`src/hw/rtl/sha_pkg.sv`:
```
// ----------------------------------------------------------------------------
// sha_pkg
// shared types, constants and round functions of the sha-256 compression core
// ----------------------------------------------------------------------------
package sha_pkg;

   localparam int NUM_ROUNDS  = 64;
   localparam int MSG_WORDS   = 16;
   localparam int CHAIN_WORDS = 8;

   localparam logic [6:0] LAST_ROUND = 7'(NUM_ROUNDS - 1);
   localparam logic [3:0] LAST_MSG   = 4'(MSG_WORDS - 1);
   localparam logic [2:0] LAST_CHAIN = 3'(CHAIN_WORDS - 1);

   // request mode field codes
   localparam logic MODE_CHAIN = 1'b0;
   localparam logic MODE_MSG   = 1'b1;

   // classified command that travels through the queue
   typedef enum logic [1:0] {
      OP_CHAIN,
      OP_MSG,
      OP_START
   } op_type;

   typedef struct packed {
      op_type      op;
      logic [3:0]  idx;
      logic [31:0] data;
   } cmd_type;

   function automatic logic [31:0] rotr(input logic [31:0] x, input int n);
      rotr = (x >> n) | (x << (32 - n));
   endfunction

   function automatic logic [31:0] big_sig0(input logic [31:0] x);
      big_sig0 = rotr(x, 2) ^ rotr(x, 13) ^ rotr(x, 22);
   endfunction

   function automatic logic [31:0] big_sig1(input logic [31:0] x);
      big_sig1 = rotr(x, 6) ^ rotr(x, 11) ^ rotr(x, 25);
   endfunction

   function automatic logic [31:0] small_sig0(input logic [31:0] x);
      small_sig0 = rotr(x, 7) ^ rotr(x, 18) ^ (x >> 3);
   endfunction

   function automatic logic [31:0] small_sig1(input logic [31:0] x);
      small_sig1 = rotr(x, 17) ^ rotr(x, 19) ^ (x >> 10);
   endfunction

   // round constant table
   function automatic logic [31:0] round_const(input logic [5:0] i);
      logic [31:0] k;
      case (i)
         6'd0:  k = 32'h428a2f98;  6'd1:  k = 32'h71374491;
         6'd2:  k = 32'hb5c0fbcf;  6'd3:  k = 32'he9b5dba5;
         6'd4:  k = 32'h3956c25b;  6'd5:  k = 32'h59f111f1;
         6'd6:  k = 32'h923f82a4;  6'd7:  k = 32'hab1c5ed5;
         6'd8:  k = 32'hd807aa98;  6'd9:  k = 32'h12835b01;
         6'd10: k = 32'h243185be;  6'd11: k = 32'h550c7dc3;
         6'd12: k = 32'h72be5d74;  6'd13: k = 32'h80deb1fe;
         6'd14: k = 32'h9bdc06a7;  6'd15: k = 32'hc19bf174;
         6'd16: k = 32'he49b69c1;  6'd17: k = 32'hefbe4786;
         6'd18: k = 32'h0fc19dc6;  6'd19: k = 32'h240ca1cc;
         6'd20: k = 32'h2de92c6f;  6'd21: k = 32'h4a7484aa;
         6'd22: k = 32'h5cb0a9dc;  6'd23: k = 32'h76f988da;
         6'd24: k = 32'h983e5152;  6'd25: k = 32'ha831c66d;
         6'd26: k = 32'hb00327c8;  6'd27: k = 32'hbf597fc7;
         6'd28: k = 32'hc6e00bf3;  6'd29: k = 32'hd5a79147;
         6'd30: k = 32'h06ca6351;  6'd31: k = 32'h14292967;
         6'd32: k = 32'h27b70a85;  6'd33: k = 32'h2e1b2138;
         6'd34: k = 32'h4d2c6dfc;  6'd35: k = 32'h53380d13;
         6'd36: k = 32'h650a7354;  6'd37: k = 32'h766a0abb;
         6'd38: k = 32'h81c2c92e;  6'd39: k = 32'h92722c85;
         6'd40: k = 32'ha2bfe8a1;  6'd41: k = 32'ha81a664b;
         6'd42: k = 32'hc24b8b70;  6'd43: k = 32'hc76c51a3;
         6'd44: k = 32'hd192e819;  6'd45: k = 32'hd6990624;
         6'd46: k = 32'hf40e3585;  6'd47: k = 32'h106aa070;
         6'd48: k = 32'h19a4c116;  6'd49: k = 32'h1e376c08;
         6'd50: k = 32'h2748774c;  6'd51: k = 32'h34b0bcb5;
         6'd52: k = 32'h391c0cb3;  6'd53: k = 32'h4ed8aa4a;
         6'd54: k = 32'h5b9cca4f;  6'd55: k = 32'h682e6ff3;
         6'd56: k = 32'h748f82ee;  6'd57: k = 32'h78a5636f;
         6'd58: k = 32'h84c87814;  6'd59: k = 32'h8cc70208;
         6'd60: k = 32'h90befffa;  6'd61: k = 32'ha4506ceb;
         6'd62: k = 32'hbef9a3f7;  6'd63: k = 32'hc67178f2;
         default: k = 32'h0;
      endcase
      round_const = k;
   endfunction

endpackage

```
`src/hw/rtl/sha_if.sv`:
```
// ----------------------------------------------------------------------------
// sha request and response channels
// valid/ready stream interfaces carrying the core's request and response
// ----------------------------------------------------------------------------
interface sha_req_if;
   logic        valid;
   logic        ready;
   logic        mode;
   logic [3:0]  word_index;
   logic [31:0] data_word;

   modport source (output valid, output mode, output word_index, output data_word,
                   input ready);
   modport sink   (input valid, input mode, input word_index, input data_word,
                   output ready);
endinterface

interface sha_rsp_if;
   logic        valid;
   logic        ready;
   logic [31:0] digest_word;
   logic [2:0]  digest_index;
   logic        last_word;

   modport source (output valid, output digest_word, output digest_index,
                   output last_word, input ready);
   modport sink   (input valid, input digest_word, input digest_index,
                   input last_word, output ready);
endinterface

```
`src/hw/rtl/sha_front.sv`:
```
// ----------------------------------------------------------------------------
// sha_front
// accepts requests, classifies them and drops chaining words out of range
// ----------------------------------------------------------------------------
module sha_front (
   input  logic              clock,
   input  logic              reset,
   sha_req_if.sink           req,
   output logic              push_valid,
   input  logic              push_ready,
   output sha_pkg::cmd_type  push_cmd
);
   import sha_pkg::*;

   logic    held_ff, held_in;
   cmd_type cmd_ff, cmd_in;
   cmd_type cls;
   logic    drop;
   logic    accept;

   // classification
   always_comb begin
      cls.idx  = req.word_index;
      cls.data = req.data_word;
      if (req.mode == MODE_MSG) begin
         cls.op = (req.word_index == LAST_MSG) ? OP_START : OP_MSG;
      end else begin
         cls.op = OP_CHAIN;
      end
   end

   assign drop      = (req.mode == MODE_CHAIN) && (req.word_index >= 4'(CHAIN_WORDS));
   assign req.ready = !held_ff || push_ready;
   assign accept    = req.valid && req.ready;

   always_comb begin
      held_in = (held_ff && !push_ready) || (accept && !drop);
      cmd_in  = accept ? cls : cmd_ff;
   end

   always_ff @(posedge clock) begin
      if (reset) begin
         held_ff <= 1'b0;
      end else begin
         held_ff <= held_in;
      end
      cmd_ff <= cmd_in;
   end

   assign push_valid = held_ff;
   assign push_cmd   = cmd_ff;
endmodule

```
`src/hw/rtl/sha_cmd_queue.sv`:
```
// ----------------------------------------------------------------------------
// sha_cmd_queue
// small command fifo between the front and the compression engine
// ----------------------------------------------------------------------------
module sha_cmd_queue #(
   parameter int DEPTH = 2
) (
   input  logic              clock,
   input  logic              reset,
   input  logic              push_valid,
   output logic              push_ready,
   input  sha_pkg::cmd_type  push_cmd,
   output logic              head_valid,
   input  logic              pop,
   output sha_pkg::cmd_type  head_cmd
);
   import sha_pkg::*;

   localparam int PTR_W = (DEPTH > 1) ? $clog2(DEPTH) : 1;
   localparam int CNT_W = $clog2(DEPTH + 1);
   localparam logic [PTR_W-1:0] PTR_LAST = PTR_W'(DEPTH - 1);
   localparam logic [CNT_W-1:0] CNT_FULL = CNT_W'(DEPTH);

   cmd_type          mem_ff [DEPTH];
   logic [PTR_W-1:0] wr_ptr_ff, wr_ptr_in;
   logic [PTR_W-1:0] rd_ptr_ff, rd_ptr_in;
   logic [CNT_W-1:0] count_ff, count_in;
   logic             do_push, do_pop;

   assign push_ready = (count_ff != CNT_FULL);
   assign head_valid = (count_ff != '0);
   assign head_cmd   = mem_ff[rd_ptr_ff];
   assign do_push    = push_valid && push_ready;
   assign do_pop     = pop && head_valid;

   always_comb begin
      wr_ptr_in = wr_ptr_ff;
      rd_ptr_in = rd_ptr_ff;
      count_in  = count_ff;
      if (do_push) begin
         wr_ptr_in = (wr_ptr_ff == PTR_LAST) ? '0 : wr_ptr_ff + 1'b1;
      end
      if (do_pop) begin
         rd_ptr_in = (rd_ptr_ff == PTR_LAST) ? '0 : rd_ptr_ff + 1'b1;
      end
      if (do_push && !do_pop) begin
         count_in = count_ff + 1'b1;
      end else if (do_pop && !do_push) begin
         count_in = count_ff - 1'b1;
      end
   end

   always_ff @(posedge clock) begin
      if (reset) begin
         wr_ptr_ff <= '0;
         rd_ptr_ff <= '0;
         count_ff  <= '0;
      end else begin
         wr_ptr_ff <= wr_ptr_in;
         rd_ptr_ff <= rd_ptr_in;
         count_ff  <= count_in;
      end
      if (do_push) begin
         mem_ff[wr_ptr_ff] <= push_cmd;
      end
   end
endmodule

```
`src/hw/rtl/sha_engine.sv`:
```
// ----------------------------------------------------------------------------
// sha_engine
// word stores, 64-round compression loop and digest output register
// ----------------------------------------------------------------------------
module sha_engine (
   input  logic              clock,
   input  logic              reset,
   input  logic              head_valid,
   input  sha_pkg::cmd_type  head_cmd,
   output logic              pop,
   sha_rsp_if.source         rsp
);
   import sha_pkg::*;

   typedef enum logic [1:0] {
      ST_IDLE,
      ST_ROUND,
      ST_OUT
   } state_type;

   state_type   state_ff, state_in;
   logic [6:0]  rnd_ff, rnd_in;
   logic [2:0]  out_cnt_ff, out_cnt_in;
   logic [31:0] chain_ff [CHAIN_WORDS];
   logic [31:0] chain_in [CHAIN_WORDS];
   logic [31:0] msg_ff   [MSG_WORDS];
   logic [31:0] msg_in   [MSG_WORDS];
   logic [31:0] work_ff  [CHAIN_WORDS];
   logic [31:0] work_in  [CHAIN_WORDS];
   logic [31:0] win_ff   [MSG_WORDS];
   logic [31:0] win_in   [MSG_WORDS];
   logic        rsp_valid_ff, rsp_valid_in;
   logic [31:0] rsp_word_ff, rsp_word_in;
   logic [2:0]  rsp_idx_ff, rsp_idx_in;
   logic        rsp_last_ff, rsp_last_in;

   logic [31:0] wt, t1, t2, ch, maj;

   assign pop = (state_ff == ST_IDLE) && head_valid;

   // one round of the compression
   always_comb begin
      if (rnd_ff < 7'(MSG_WORDS)) begin
         wt = win_ff[0];
      end else begin
         wt = win_ff[0] + small_sig0(win_ff[1]) + win_ff[9] + small_sig1(win_ff[14]);
      end
      ch  = (work_ff[4] & work_ff[5]) ^ (~work_ff[4] & work_ff[6]);
      maj = (work_ff[0] & work_ff[1]) ^ (work_ff[0] & work_ff[2])
          ^ (work_ff[1] & work_ff[2]);
      t1  = work_ff[7] + big_sig1(work_ff[4]) + ch + round_const(rnd_ff[5:0]) + wt;
      t2  = big_sig0(work_ff[0]) + maj;
   end

   always_comb begin
      state_in     = state_ff;
      rnd_in       = rnd_ff;
      out_cnt_in   = out_cnt_ff;
      chain_in     = chain_ff;
      msg_in       = msg_ff;
      work_in      = work_ff;
      win_in       = win_ff;
      rsp_valid_in = rsp_valid_ff && !rsp.ready;
      rsp_word_in  = rsp_word_ff;
      rsp_idx_in   = rsp_idx_ff;
      rsp_last_in  = rsp_last_ff;
      case (state_ff)
         ST_IDLE: begin
            if (head_valid) begin
               case (head_cmd.op)
                  OP_CHAIN: begin
                     chain_in[head_cmd.idx[2:0]] = head_cmd.data;
                  end
                  OP_MSG: begin
                     msg_in[head_cmd.idx] = head_cmd.data;
                  end
                  OP_START: begin
                     msg_in[head_cmd.idx] = head_cmd.data;
                     work_in              = chain_ff;
                     win_in               = msg_ff;
                     win_in[LAST_MSG]     = head_cmd.data;
                     rnd_in               = '0;
                     state_in             = ST_ROUND;
                  end
                  default: begin
                  end
               endcase
            end
         end
         ST_ROUND: begin
            work_in[7] = work_ff[6];
            work_in[6] = work_ff[5];
            work_in[5] = work_ff[4];
            work_in[4] = work_ff[3] + t1;
            work_in[3] = work_ff[2];
            work_in[2] = work_ff[1];
            work_in[1] = work_ff[0];
            work_in[0] = t1 + t2;
            for (int j = 0; j < MSG_WORDS - 1; j++) begin
               win_in[j] = win_ff[j + 1];
            end
            win_in[MSG_WORDS - 1] = wt;
            rnd_in = rnd_ff + 1'b1;
            if (rnd_ff == LAST_ROUND) begin
               out_cnt_in = '0;
               state_in   = ST_OUT;
            end
         end
         ST_OUT: begin
            if (!rsp_valid_ff || rsp.ready) begin
               rsp_valid_in = 1'b1;
               rsp_word_in  = chain_ff[out_cnt_ff] + work_ff[0];
               rsp_idx_in   = out_cnt_ff;
               rsp_last_in  = (out_cnt_ff == LAST_CHAIN);
               // rotate so the next word is always at the head
               for (int j = 0; j < CHAIN_WORDS - 1; j++) begin
                  work_in[j] = work_ff[j + 1];
               end
               work_in[CHAIN_WORDS - 1] = work_ff[0];
               out_cnt_in = out_cnt_ff + 1'b1;
               if (out_cnt_ff == LAST_CHAIN) begin
                  state_in = ST_IDLE;
               end
            end
         end
         default: begin
            state_in = ST_IDLE;
         end
      endcase
   end

   always_ff @(posedge clock) begin
      if (reset) begin
         state_ff     <= ST_IDLE;
         rnd_ff       <= '0;
         out_cnt_ff   <= '0;
         rsp_valid_ff <= 1'b0;
         for (int j = 0; j < CHAIN_WORDS; j++) begin
            chain_ff[j] <= '0;
            work_ff[j]  <= '0;
         end
         for (int j = 0; j < MSG_WORDS; j++) begin
            msg_ff[j] <= '0;
            win_ff[j] <= '0;
         end
      end else begin
         state_ff     <= state_in;
         rnd_ff       <= rnd_in;
         out_cnt_ff   <= out_cnt_in;
         rsp_valid_ff <= rsp_valid_in;
         chain_ff     <= chain_in;
         msg_ff       <= msg_in;
         work_ff      <= work_in;
         win_ff       <= win_in;
      end
      rsp_word_ff <= rsp_word_in;
      rsp_idx_ff  <= rsp_idx_in;
      rsp_last_ff <= rsp_last_in;
   end

   assign rsp.valid        = rsp_valid_ff;
   assign rsp.digest_word  = rsp_word_ff;
   assign rsp.digest_index = rsp_idx_ff;
   assign rsp.last_word    = rsp_last_ff;
endmodule

```
`src/hw/rtl/sha256_block_compression_core.sv`:
```
// ----------------------------------------------------------------------------
// sha256_block_compression_core
// sha-256 compression of one 512-bit block, loaded one word per request
// ----------------------------------------------------------------------------
//
//  channel    dir   handshake      contents
//  ---------  ----  -------------  ---------------------------------------
//  req_chan   in    valid / ready  mode, word_index, data_word
//  rsp_chan   out   valid / ready  digest_word, digest_index, last_word
//
//  a load request is registered in the front, passes through the queue, and is
//  written into the engine stores from the queue head while the engine is idle;
//  loads go in at one per cycle while the engine is idle
//  message word 15 starts a compression: 64 rounds in the engine (one round per
//  cycle), then eight digest words, one per cycle when rsp is ready
//  reset is synchronous and clears the chaining and message stores to zero
//  while the engine is busy, requests fill the front register and queue, and
//  req_chan.ready drops once both are full; rsp stalls hold the engine
//
module sha256_block_compression_core #(
   parameter int QUEUE_DEPTH = 2
) (
   input  logic    clock,
   input  logic    reset,
   sha_req_if.sink   req_chan,
   sha_rsp_if.source rsp_chan
);
   import sha_pkg::*;

   // front to queue
   logic    push_valid;
   logic    push_ready;
   cmd_type push_cmd;

   // queue to engine
   logic    head_valid;
   logic    head_pop;
   cmd_type head_cmd;

   // classify requests, drop chaining words out of range
   sha_front u_front (
      .clock      (clock),
      .reset      (reset),
      .req        (req_chan),
      .push_valid (push_valid),
      .push_ready (push_ready),
      .push_cmd   (push_cmd)
   );

   // decouples the front from the engine while a block is compressed
   sha_cmd_queue #(
      .DEPTH (QUEUE_DEPTH)
   ) u_queue (
      .clock      (clock),
      .reset      (reset),
      .push_valid (push_valid),
      .push_ready (push_ready),
      .push_cmd   (push_cmd),
      .head_valid (head_valid),
      .pop        (head_pop),
      .head_cmd   (head_cmd)
   );

   // stores, round loop and digest output
   sha_engine u_engine (
      .clock      (clock),
      .reset      (reset),
      .head_valid (head_valid),
      .head_cmd   (head_cmd),
      .pop        (head_pop),
      .rsp        (rsp_chan)
   );

   // engine never takes a command from an empty queue
   a_pop_nonempty: assert property (@(posedge clock) disable iff (reset)
      head_pop |-> head_valid)
      else $error("engine popped an empty queue");

   // a command the queue refused stays offered by the front
   a_push_holds: assert property (@(posedge clock) disable iff (reset)
      push_valid && !push_ready |=> push_valid && $stable(push_cmd))
      else $error("front dropped a refused command");

   // the flagged word is always digest word h
   a_last_is_h: assert property (@(posedge clock) disable iff (reset)
      rsp_chan.valid && rsp_chan.last_word |-> rsp_chan.digest_index == LAST_CHAIN)
      else $error("last flag on a word other than h");

endmodule
```
`src/flat_wrapper.sv`:
```
// flat-port wrapper written by rule: the top's interface ports become plain ports
module sha256_block_compression_core_flat import sha_pkg::*;
#(
   parameter int QUEUE_DEPTH = 2
)
  (clock, reset, req_chan_valid, req_chan_mode, req_chan_word_index, req_chan_data_word, req_chan_ready, rsp_chan_valid, rsp_chan_digest_word, rsp_chan_digest_index, rsp_chan_last_word, rsp_chan_ready);
  sha_req_if req_chan_i ();
  sha_rsp_if rsp_chan_i ();
  input  logic clock;
  input  logic reset;
  input wire logic [$bits(req_chan_i.valid)-1:0] req_chan_valid;
  input wire logic [$bits(req_chan_i.mode)-1:0] req_chan_mode;
  input wire logic [$bits(req_chan_i.word_index)-1:0] req_chan_word_index;
  input wire logic [$bits(req_chan_i.data_word)-1:0] req_chan_data_word;
  output wire logic [$bits(req_chan_i.ready)-1:0] req_chan_ready;
  output wire logic [$bits(rsp_chan_i.valid)-1:0] rsp_chan_valid;
  output wire logic [$bits(rsp_chan_i.digest_word)-1:0] rsp_chan_digest_word;
  output wire logic [$bits(rsp_chan_i.digest_index)-1:0] rsp_chan_digest_index;
  output wire logic [$bits(rsp_chan_i.last_word)-1:0] rsp_chan_last_word;
  input wire logic [$bits(rsp_chan_i.ready)-1:0] rsp_chan_ready;
  assign req_chan_i.valid = req_chan_valid;
  assign req_chan_i.mode = req_chan_mode;
  assign req_chan_i.word_index = req_chan_word_index;
  assign req_chan_i.data_word = req_chan_data_word;
  assign req_chan_ready = req_chan_i.ready;
  assign rsp_chan_valid = rsp_chan_i.valid;
  assign rsp_chan_digest_word = rsp_chan_i.digest_word;
  assign rsp_chan_digest_index = rsp_chan_i.digest_index;
  assign rsp_chan_last_word = rsp_chan_i.last_word;
  assign rsp_chan_i.ready = rsp_chan_ready;
  sha256_block_compression_core #(.QUEUE_DEPTH(QUEUE_DEPTH)) u_core (.clock(clock), .reset(reset), .req_chan(req_chan_i), .rsp_chan(rsp_chan_i));
endmodule
```
`config.mk`:
```
export PLATFORM = sky130hd
export DESIGN_NAME = sha256_block_compression_core_flat
export DESIGN_NICKNAME = d
export VERILOG_FILES = /design/src/hw/rtl/sha_pkg.sv /design/src/hw/rtl/sha_if.sv /design/src/hw/rtl/sha_front.sv /design/src/hw/rtl/sha_cmd_queue.sv /design/src/hw/rtl/sha_engine.sv /design/src/hw/rtl/sha256_block_compression_core.sv /design/src/flat_wrapper.sv
export SDC_FILE = /design/constraint.sdc
export NUM_CORES = 2
export LEC_CHECK = 0
export ABC_CLOCK_PERIOD_IN_PS = 12800
export BUFFER_PORTS_ARGS = -buffer_cell sky130_fd_sc_hd__buf_2
export CORE_AREA = 3 3 428 430
export CTS_BUF_LIST = sky130_fd_sc_hd__clkbuf_4
export DETAILED_ROUTE_END_ITERATION = 6
export DIE_AREA = 0 0 431 433
export MAX_ROUTING_LAYER = met4
export PLACE_DENSITY = 0.72
export SLEW_MARGIN = 25
export SYNTH_ARGS = -nofsm -noshare
export SYNTH_HDL_FRONTEND = slang
export SYNTH_HIERARCHICAL = 1
export SYNTH_SLANG_ARGS = --single-unit
```
`constraint.sdc`:
```
create_clock -name clock -period 12.8 [get_ports clock]
set_clock_uncertainty 0.05 [all_clocks]
set_input_delay 0 -clock clock [delete_from_list [all_inputs] [get_ports clock]]
set_output_delay 0 -clock clock [all_outputs]
set_load 0.05 [all_outputs]
```
* Yosys cells after proc, flatten, opt, wreduce, memory -nomap -nowiden *
Memories as Yosys holds them, arrays and structs flattened. A register that Yosys moved wholly into a read port is not among the register bits.
Cells that the tools add are included.

storage, ports and cells
  output and inout bits = 38
  memories kept = 2
  logic and storage cells = 211
  bits of input ports = 41
  ROM bits = 2048
  bits in registers = 1628
  bits in writable memories = 76

operators by class
  equal/unequal tests = 13
  reduce and logical (&&, ||, !) cells = 37
  bitwise logic cells = 31
  add/subtract/negate cells = 17
  order comparisons = 7
  multiplexer cells = 42

memory list
  memory                 words  bits a word  read ports  clocked after Yosys merged registers in  write ports  line                 RTL
  (no name shown)        64     32           1           1                                        0            sha_pkg.sv:55        case (i)
  u_core.u_queue.mem_ff  2      38           1           1                                        1            sha_cmd_queue.sv:24  cmd_type mem_ff [DEPTH];

operator list
  operator                                        number
  512-bit 2-to-1 mux                              2
  512-bit one-hot mux with 2 select lines         1
  256-bit 2-to-1 mux                              3
  256-bit one-hot mux with 3 select lines         1
  512-bit bitwise mux                             1
  32-bit adder                                    11
  32-bit bitwise XOR                              9
  256-bit bitwise mux                             1
  32-bit AND                                      5
  32-bit 2-to-1 mux                               5
  32-bit demux with 4-bit select                  1
  32-bit binary-select mux with 3-bit select      1
  32-bit demux with 3-bit select                  1
  32-bit inverter                                 1
  10-bit by 32-bit bitwise OR with 32-bit output  1
  13-bit by 32-bit bitwise OR with 32-bit output  1
  14-bit by 32-bit bitwise OR with 32-bit output  1
  15-bit by 32-bit bitwise OR with 32-bit output  1
  19-bit by 32-bit bitwise OR with 32-bit output  1
  21-bit by 32-bit bitwise OR with 32-bit output  1
  25-bit by 32-bit bitwise OR with 32-bit output  1
  26-bit by 32-bit bitwise OR with 32-bit output  1
  30-bit by 32-bit bitwise OR with 32-bit output  1
  7-bit by 32-bit bitwise OR with 32-bit output   1
  other kinds (41)                                94

* Depth between registers and ports, before layout *
  depth after elaboration = 10
  gate-level depth with buffers = 48
  depth with buffers taken out = 46

* Hierarchy *
The synthesis kept the hierarchy.

modules (own cells, without submodules)
  module         sequential area each (um^2)  cells an instance  area an instance (um^2)  instances
  sha_engine     32090.8                      10196              83561.4                  1
  sha_cmd_queue  2382.3                       142                2965.3                   1
  sha_front      1161.1                       48                 1228.7                   1

* Worst setup path before layout *
Ideal clock, no wire load.

  kind = register -> register
  start = register u_core/u_engine/win_ff[467] in the netlist's numbering
  end = register u_core/u_engine/work_ff[253] in the netlist's numbering
  data required time = 12618 ps
  arrival = 9674 ps
  period minus slack after synthesis = 9857 ps
  cell stages (with the launch flop) = 47
  path buffers = 1
  library setup time = 132 ps
  path slack = 2943 ps
  cells stage by stage = dfxtp_1 -> clkbuf_1 -> xnor2_1 -> xnor2_1 -> fa_1 -> inv_1 -> fa_1 -> inv_1 -> ha_1 -> inv_1 -> fa_1 -> nor2b_1 -> o31a_1 -> o21ai_0 -> o21bai_1 -> a21o_1 -> a21oi_1 -> xnor2_1 -> [... 11 more ...] -> a21bo_2 -> a21o_1 -> a21oi_1 -> xnor2_1 -> inv_1 -> fa_1 -> inv_1 -> ha_1 -> nand2_1 -> o21ai_0 -> nor3_1 -> nor2_1 -> nand2_1 -> o31ai_1 -> a21o_1 -> a21oi_1 -> nand4_1 -> or3b_2

between the ends
  cells in the longest elaborated chain, start to end = 10
  elaborated cells between the ends (all ways) = 11
  classes of those cells = add/sub: 5; mux: 2; bitwise: 4

ends and longest elaborated chain
  what                                                                                                                     line               RTL
  start, declared                                                                                                          sha_engine.sv:30   logic [31:0] win_ff [MSG_WORDS];
  start signal, assigned                                                                                                   sha_engine.sv:154  win_ff <= win_in;
  14-bit by 32-bit bitwise OR with 32-bit output / 25-bit by 32-bit bitwise OR with 32-bit output (equally long branches)  sha_pkg.sv:33      rotr = (x >> n) | (x << (32 - n));
  32-bit bitwise XOR                                                                                                       sha_pkg.sv:45      small_sig0 = rotr(x, 7) ^ rotr(x, 18) ^ (x >> 3);
  32-bit by 29-bit bitwise XOR with 32-bit output *                                                                        sha_pkg.sv:45
  32-bit adder * (3 in series)                                                                                             sha_engine.sv:46   wt = win_ff[0] + small_sig0(win_ff[1]) + win_ff[9] + small_sig1(win_ff[14]);
  32-bit 2-to-1 mux *                                                                                                      sha_engine.sv:43   if (rnd_ff < 7'(MSG_WORDS)) begin
  32-bit adder *                                                                                                           sha_engine.sv:51   t1 = work_ff[7] + big_sig1(work_ff[4]) + ch + round_const(rnd_ff[5:0]) + wt;
  32-bit adder *                                                                                                           sha_engine.sv:98   work_in[0] = t1 + t2;
  256-bit one-hot mux with 3 select lines *                                                                                sha_engine.sv:67   case (state_ff)
  end signal, assigned                                                                                                     sha_engine.sv:153  work_ff <= work_in;
  end, declared                                                                                                            sha_engine.sv:28   logic [31:0] work_ff [CHAIN_WORDS];

Every way passes the cells marked *; elsewhere a longest branch is shown, timed or not.
A chain may end at the register's enable or synchronous reset.

* Worst setup path after layout *
  start = register u_core/u_engine/win_ff[456] in the netlist's numbering
  end = register u_core/u_engine/work_ff[253] in the netlist's numbering

between the ends
  cells in the longest elaborated chain, start to end = 10
  elaborated cells between the ends (all ways) = 11
  classes of those cells = add/sub: 5; mux: 2; bitwise: 4

ends and longest elaborated chain
  what                                                                                                                     line
  25-bit by 32-bit bitwise OR with 32-bit output / 14-bit by 32-bit bitwise OR with 32-bit output (equally long branches)  sha_pkg.sv:33
  32-bit bitwise XOR                                                                                                       sha_pkg.sv:45
  32-bit by 29-bit bitwise XOR with 32-bit output *                                                                        sha_pkg.sv:45
  32-bit adder * (3 in series)                                                                                             sha_engine.sv:46
  32-bit 2-to-1 mux *                                                                                                      sha_engine.sv:43
  32-bit adder *                                                                                                           sha_engine.sv:51
  32-bit adder *                                                                                                           sha_engine.sv:98
  256-bit one-hot mux with 3 select lines *                                                                                sha_engine.sv:67

Marked as above.

==> metrics.yaml <==
outcome:
  status: "finished, final reports clean"
worst_setup_path:
  max_stage_delay_ns: 0.64
  cp.required_ns: 14.06
  startpoint_type: "flip-flop"
  arrival_ns: 12.66
  crit_type: "flip-flop to flip-flop"
  slowest_stage: "o31ai_1"
  crit_path_end_kind: "flip-flop"
  path_max_fanout: 5
floorplan:
  die_x_um: 431
  initial_utilization_pct: 48.7
  io-pin-count: 79
  die-height_um: 433
  dieArea_um2: 187000
  num_rows: 156
  core_area_um2: 180000
power_and_ir_drop:
  p_seq_share_pct: 25.0
  p_clk_share_pct: 15.8
  p_int_uw: 15000
  power.density_nw_per_um2: 312
  switching_share_pct: 49.8
  p_comb_share_pct: 59.2
  power_switching_uw: 14900
  p_leak_uw: 0.0335
  ir_worst_vdd_uv: 303
  finalPower_uw: 29900
finish:
  finalNetCount: 10700
  final_cells: 12900
  layout-drive-gt1-share_pct: 11.2
  areaGrowthSynthToFinish_pct: 9.15
global_routing:
  grt_pass1_vias: 73700
  grt_pass1_wl_mm: 478
  overflow: 0
  grt_use_total_pct: 34.7
  grt_max_degree: 234
  antenna_found_initial: 12
detailed_routing:
  remaining_drc_errors: 0
  post_drt_wl_per_cell_um: 25.1
  ant_nets: 0
  drt_pass1_iterations: 6
  viasPerCell: 6.10
  wl_mm: 324
  via_count: 78800
  drt_first_iter_violations: 10000
sta:
  fin_setup_tns_ns: 0
  tightestPinTransition_ns: 1.25
  period_share_pct: 89.1
  period_needed_ns: 11.40
  setup_viol_count_final: 0
  final_max_slew_viol_count: 0
  hold_viol_final: 0
  slew_headroom_pct: 16.5
  setup_slack_ns: 1.40
  fmax_mhz: 87.7
  rsz0062_at_grt: "false"
clock_tree:
  clockBufferDepth: 4
  cts_tree: "done"
  clkLatencyLatePin_ns: 1.50
  clkSlewWorstSetupHoldPaths_ns: 0.07
  post_cts_buffers: 0
  root_buffer: "clkbuf_4"
  numCtsBuffers: 451
  clkSinkCount: 1705
  htreeDepth: 5
yosys:
  synth_fp_nets: 10800
  avgSynthCellArea_um2: 8.45
  synth_area_um2: 87800
  ys.flop_type: "dfxtp_1"
  yosysMostFrequentCell: "nand2_1"
  yosys_register_bits: 1705
  yosysTopAreaCellShare_pct: 35.5
  yosys-top-cells-count: "nand2_1 (2112), dfxtp_1 (1555), a21oi_1 (1211)"
  ys_types: 98
  async_reset_ff_share_pct: 0
  ys_warn_count: 6
  synth_edf_count: 150
  synth_top_area_cell: "dfxtp_1"
  synth_cells: 10400
  synthTopCellsByArea: "dfxtp_1 (35%), nand2_1 (9.0%), a21oi_1 (6.9%)"
  ys_seq_area_share_pct: 40.6
placed_design:
  pre_cts_ws_ns: 1.53
  dpl.cell_count: 12000
  place_congestion: 0.994
  io_buffers: 78
  dp_hpwl_mm: 209
hold_path:
  hp-class: "input pin to flip-flop"
flow_run:
  cap_violations: 0
-- registers in the layout, indices dropped and copies added (netlist names), 7 cells and up, named ones only --
register                         count
u_core/u_engine/chain_ff           256
u_core/u_engine/win_ff             512
u_core/u_engine/rsp.digest_word     32
u_core/u_engine/rnd_ff               7
u_core/u_front/push_cmd             38
u_core/u_queue/mem_ff               76
u_core/u_engine/msg_ff             480
u_core/u_engine/work_ff            256
-- power by group through the flow --
stage | clock network, uW | logic, uW | registers, uW
2_1_floorplan | 0 | 12600 | 6950
3_3_place_gp | 0 | 17000 | 7500
3_5_place_dp | 0 | 17100 | 7530
4_1_cts | 4730 | 17300 | 7420
5_1_grt | 5060 | 19200 | 7540
6_report | 4720 | 17700 | 7480
-- cells by family after synthesis --
family,synth area share [%]
muxes,8.54
adders and majority gates,6.94
and+or+nand+nor,14.5
AOI/OAI and AO/OA,19.9
DFF,40.6
buffers and inverters,5.62
xor gates and xnor gates,3.88
-- path summary, 6_finish.rpt --
kind | from | endpoint | slack (ns) | cells after the start
min reg2reg | u_core/u_front/push_cmd[31]$_DFFE_PP_ | u_core/u_queue/mem_ff[0][31]$_DFFE_PP_ | 0.34 | 0
min | reset | u_core/u_queue/count_ff[0]$_SDFFE_PP0P_ | 0.18 | 5
max reg2reg | u_core/u_engine/win_ff[456]$_SDFFE_PP0P_ | u_core/u_engine/work_ff[253]$_SDFFE_PP0P_ | 1.40 | 45
max | u_core/u_engine/win_ff[456]$_SDFFE_PP0P_ | u_core/u_engine/work_ff[253]$_SDFFE_PP0P_ | 1.40 | 45
-- what timing repair did --
action,CTS,global route
hold buffers,124,0
endpoints found under the hold margin,948,0
resized for setup,0,0
-- worst max-delay path, delay by kind of cell (launching register included) --
family,cells,cell delay [ns]
fa+ha+maj,10,4.03
compound gates,15,3.32
simple gates,8,1.79
xor+xnor,4,0.84
buf+inv,7,0.46
flops,1,0.45
mux,1,0.31
-- metrics by stage --
step           cell area, um^2  hold slack (ns)  utilization, %
2_1_floorplan            87800           0.0191               -
3_3_place_gp             89000            0.127            49.4
3_5_place_dp             89100            0.128            49.4
4_1_cts                  95700           0.0392            53.1
5_1_grt                  95800            0.114            53.2
6_report                 95800            0.177            53.2
-- placed cells by master, fill, tap and decap left out, drive strengths merged, types with 20 or more instances in the layout --
| cell type | count |
|---|---|
| a21o | 112 |
| o221ai | 24 |
| a31oi | 33 |
| nor3 | 78 |
| nand2b | 24 |
| buf | 235 |
| clkinv | 69 |
| ha | 183 |
| dfxtp | 1555 |
| o211ai | 230 |
| dlygate4sd3 | 123 |
| a22oi | 217 |
| nand3 | 54 |
| mux2 | 95 |
| a211oi | 546 |
| xor2 | 125 |
| clkbuf | 664 |
| o21a | 21 |
| nand2 | 2112 |
| mux4 | 64 |
| mux2i | 498 |
| nor2 | 765 |
| nor2b | 22 |
| o31ai | 21 |
| and3 | 24 |
| o21ai | 189 |
| xnor2 | 257 |
| a311oi | 20 |
| fa | 188 |
| inv | 356 |
| a21oi | 1211 |
| edfxtp | 150 |
-- final cells by class --
| cell class | instances | area (um^2) |
|---|---|---|
| multi-input combinational | 7378 | 47400 |
| clock inverter | 76 | 388 |
| timing repair buffer | 358 | 3040 |
| antenna | 13 | 32.5 |
| inverter | 353 | 1330 |
| sequential | 1705 | 35600 |
| clock buffer | 664 | 4980 |
| fill | 16500 | 84400 |
| tap | 2370 | 2970 |
-- routing by layer --
layer  track usage (%)  wire length, um  up-vias
li1                  -                -    35800
met2              51.0           142000     4379
met5                 -                0        -
met3              8.09            34700      831
met1              45.1           131000    37800
met4              16.4            16800        0
No activity file was read; power rests on OpenSTA's default activity.
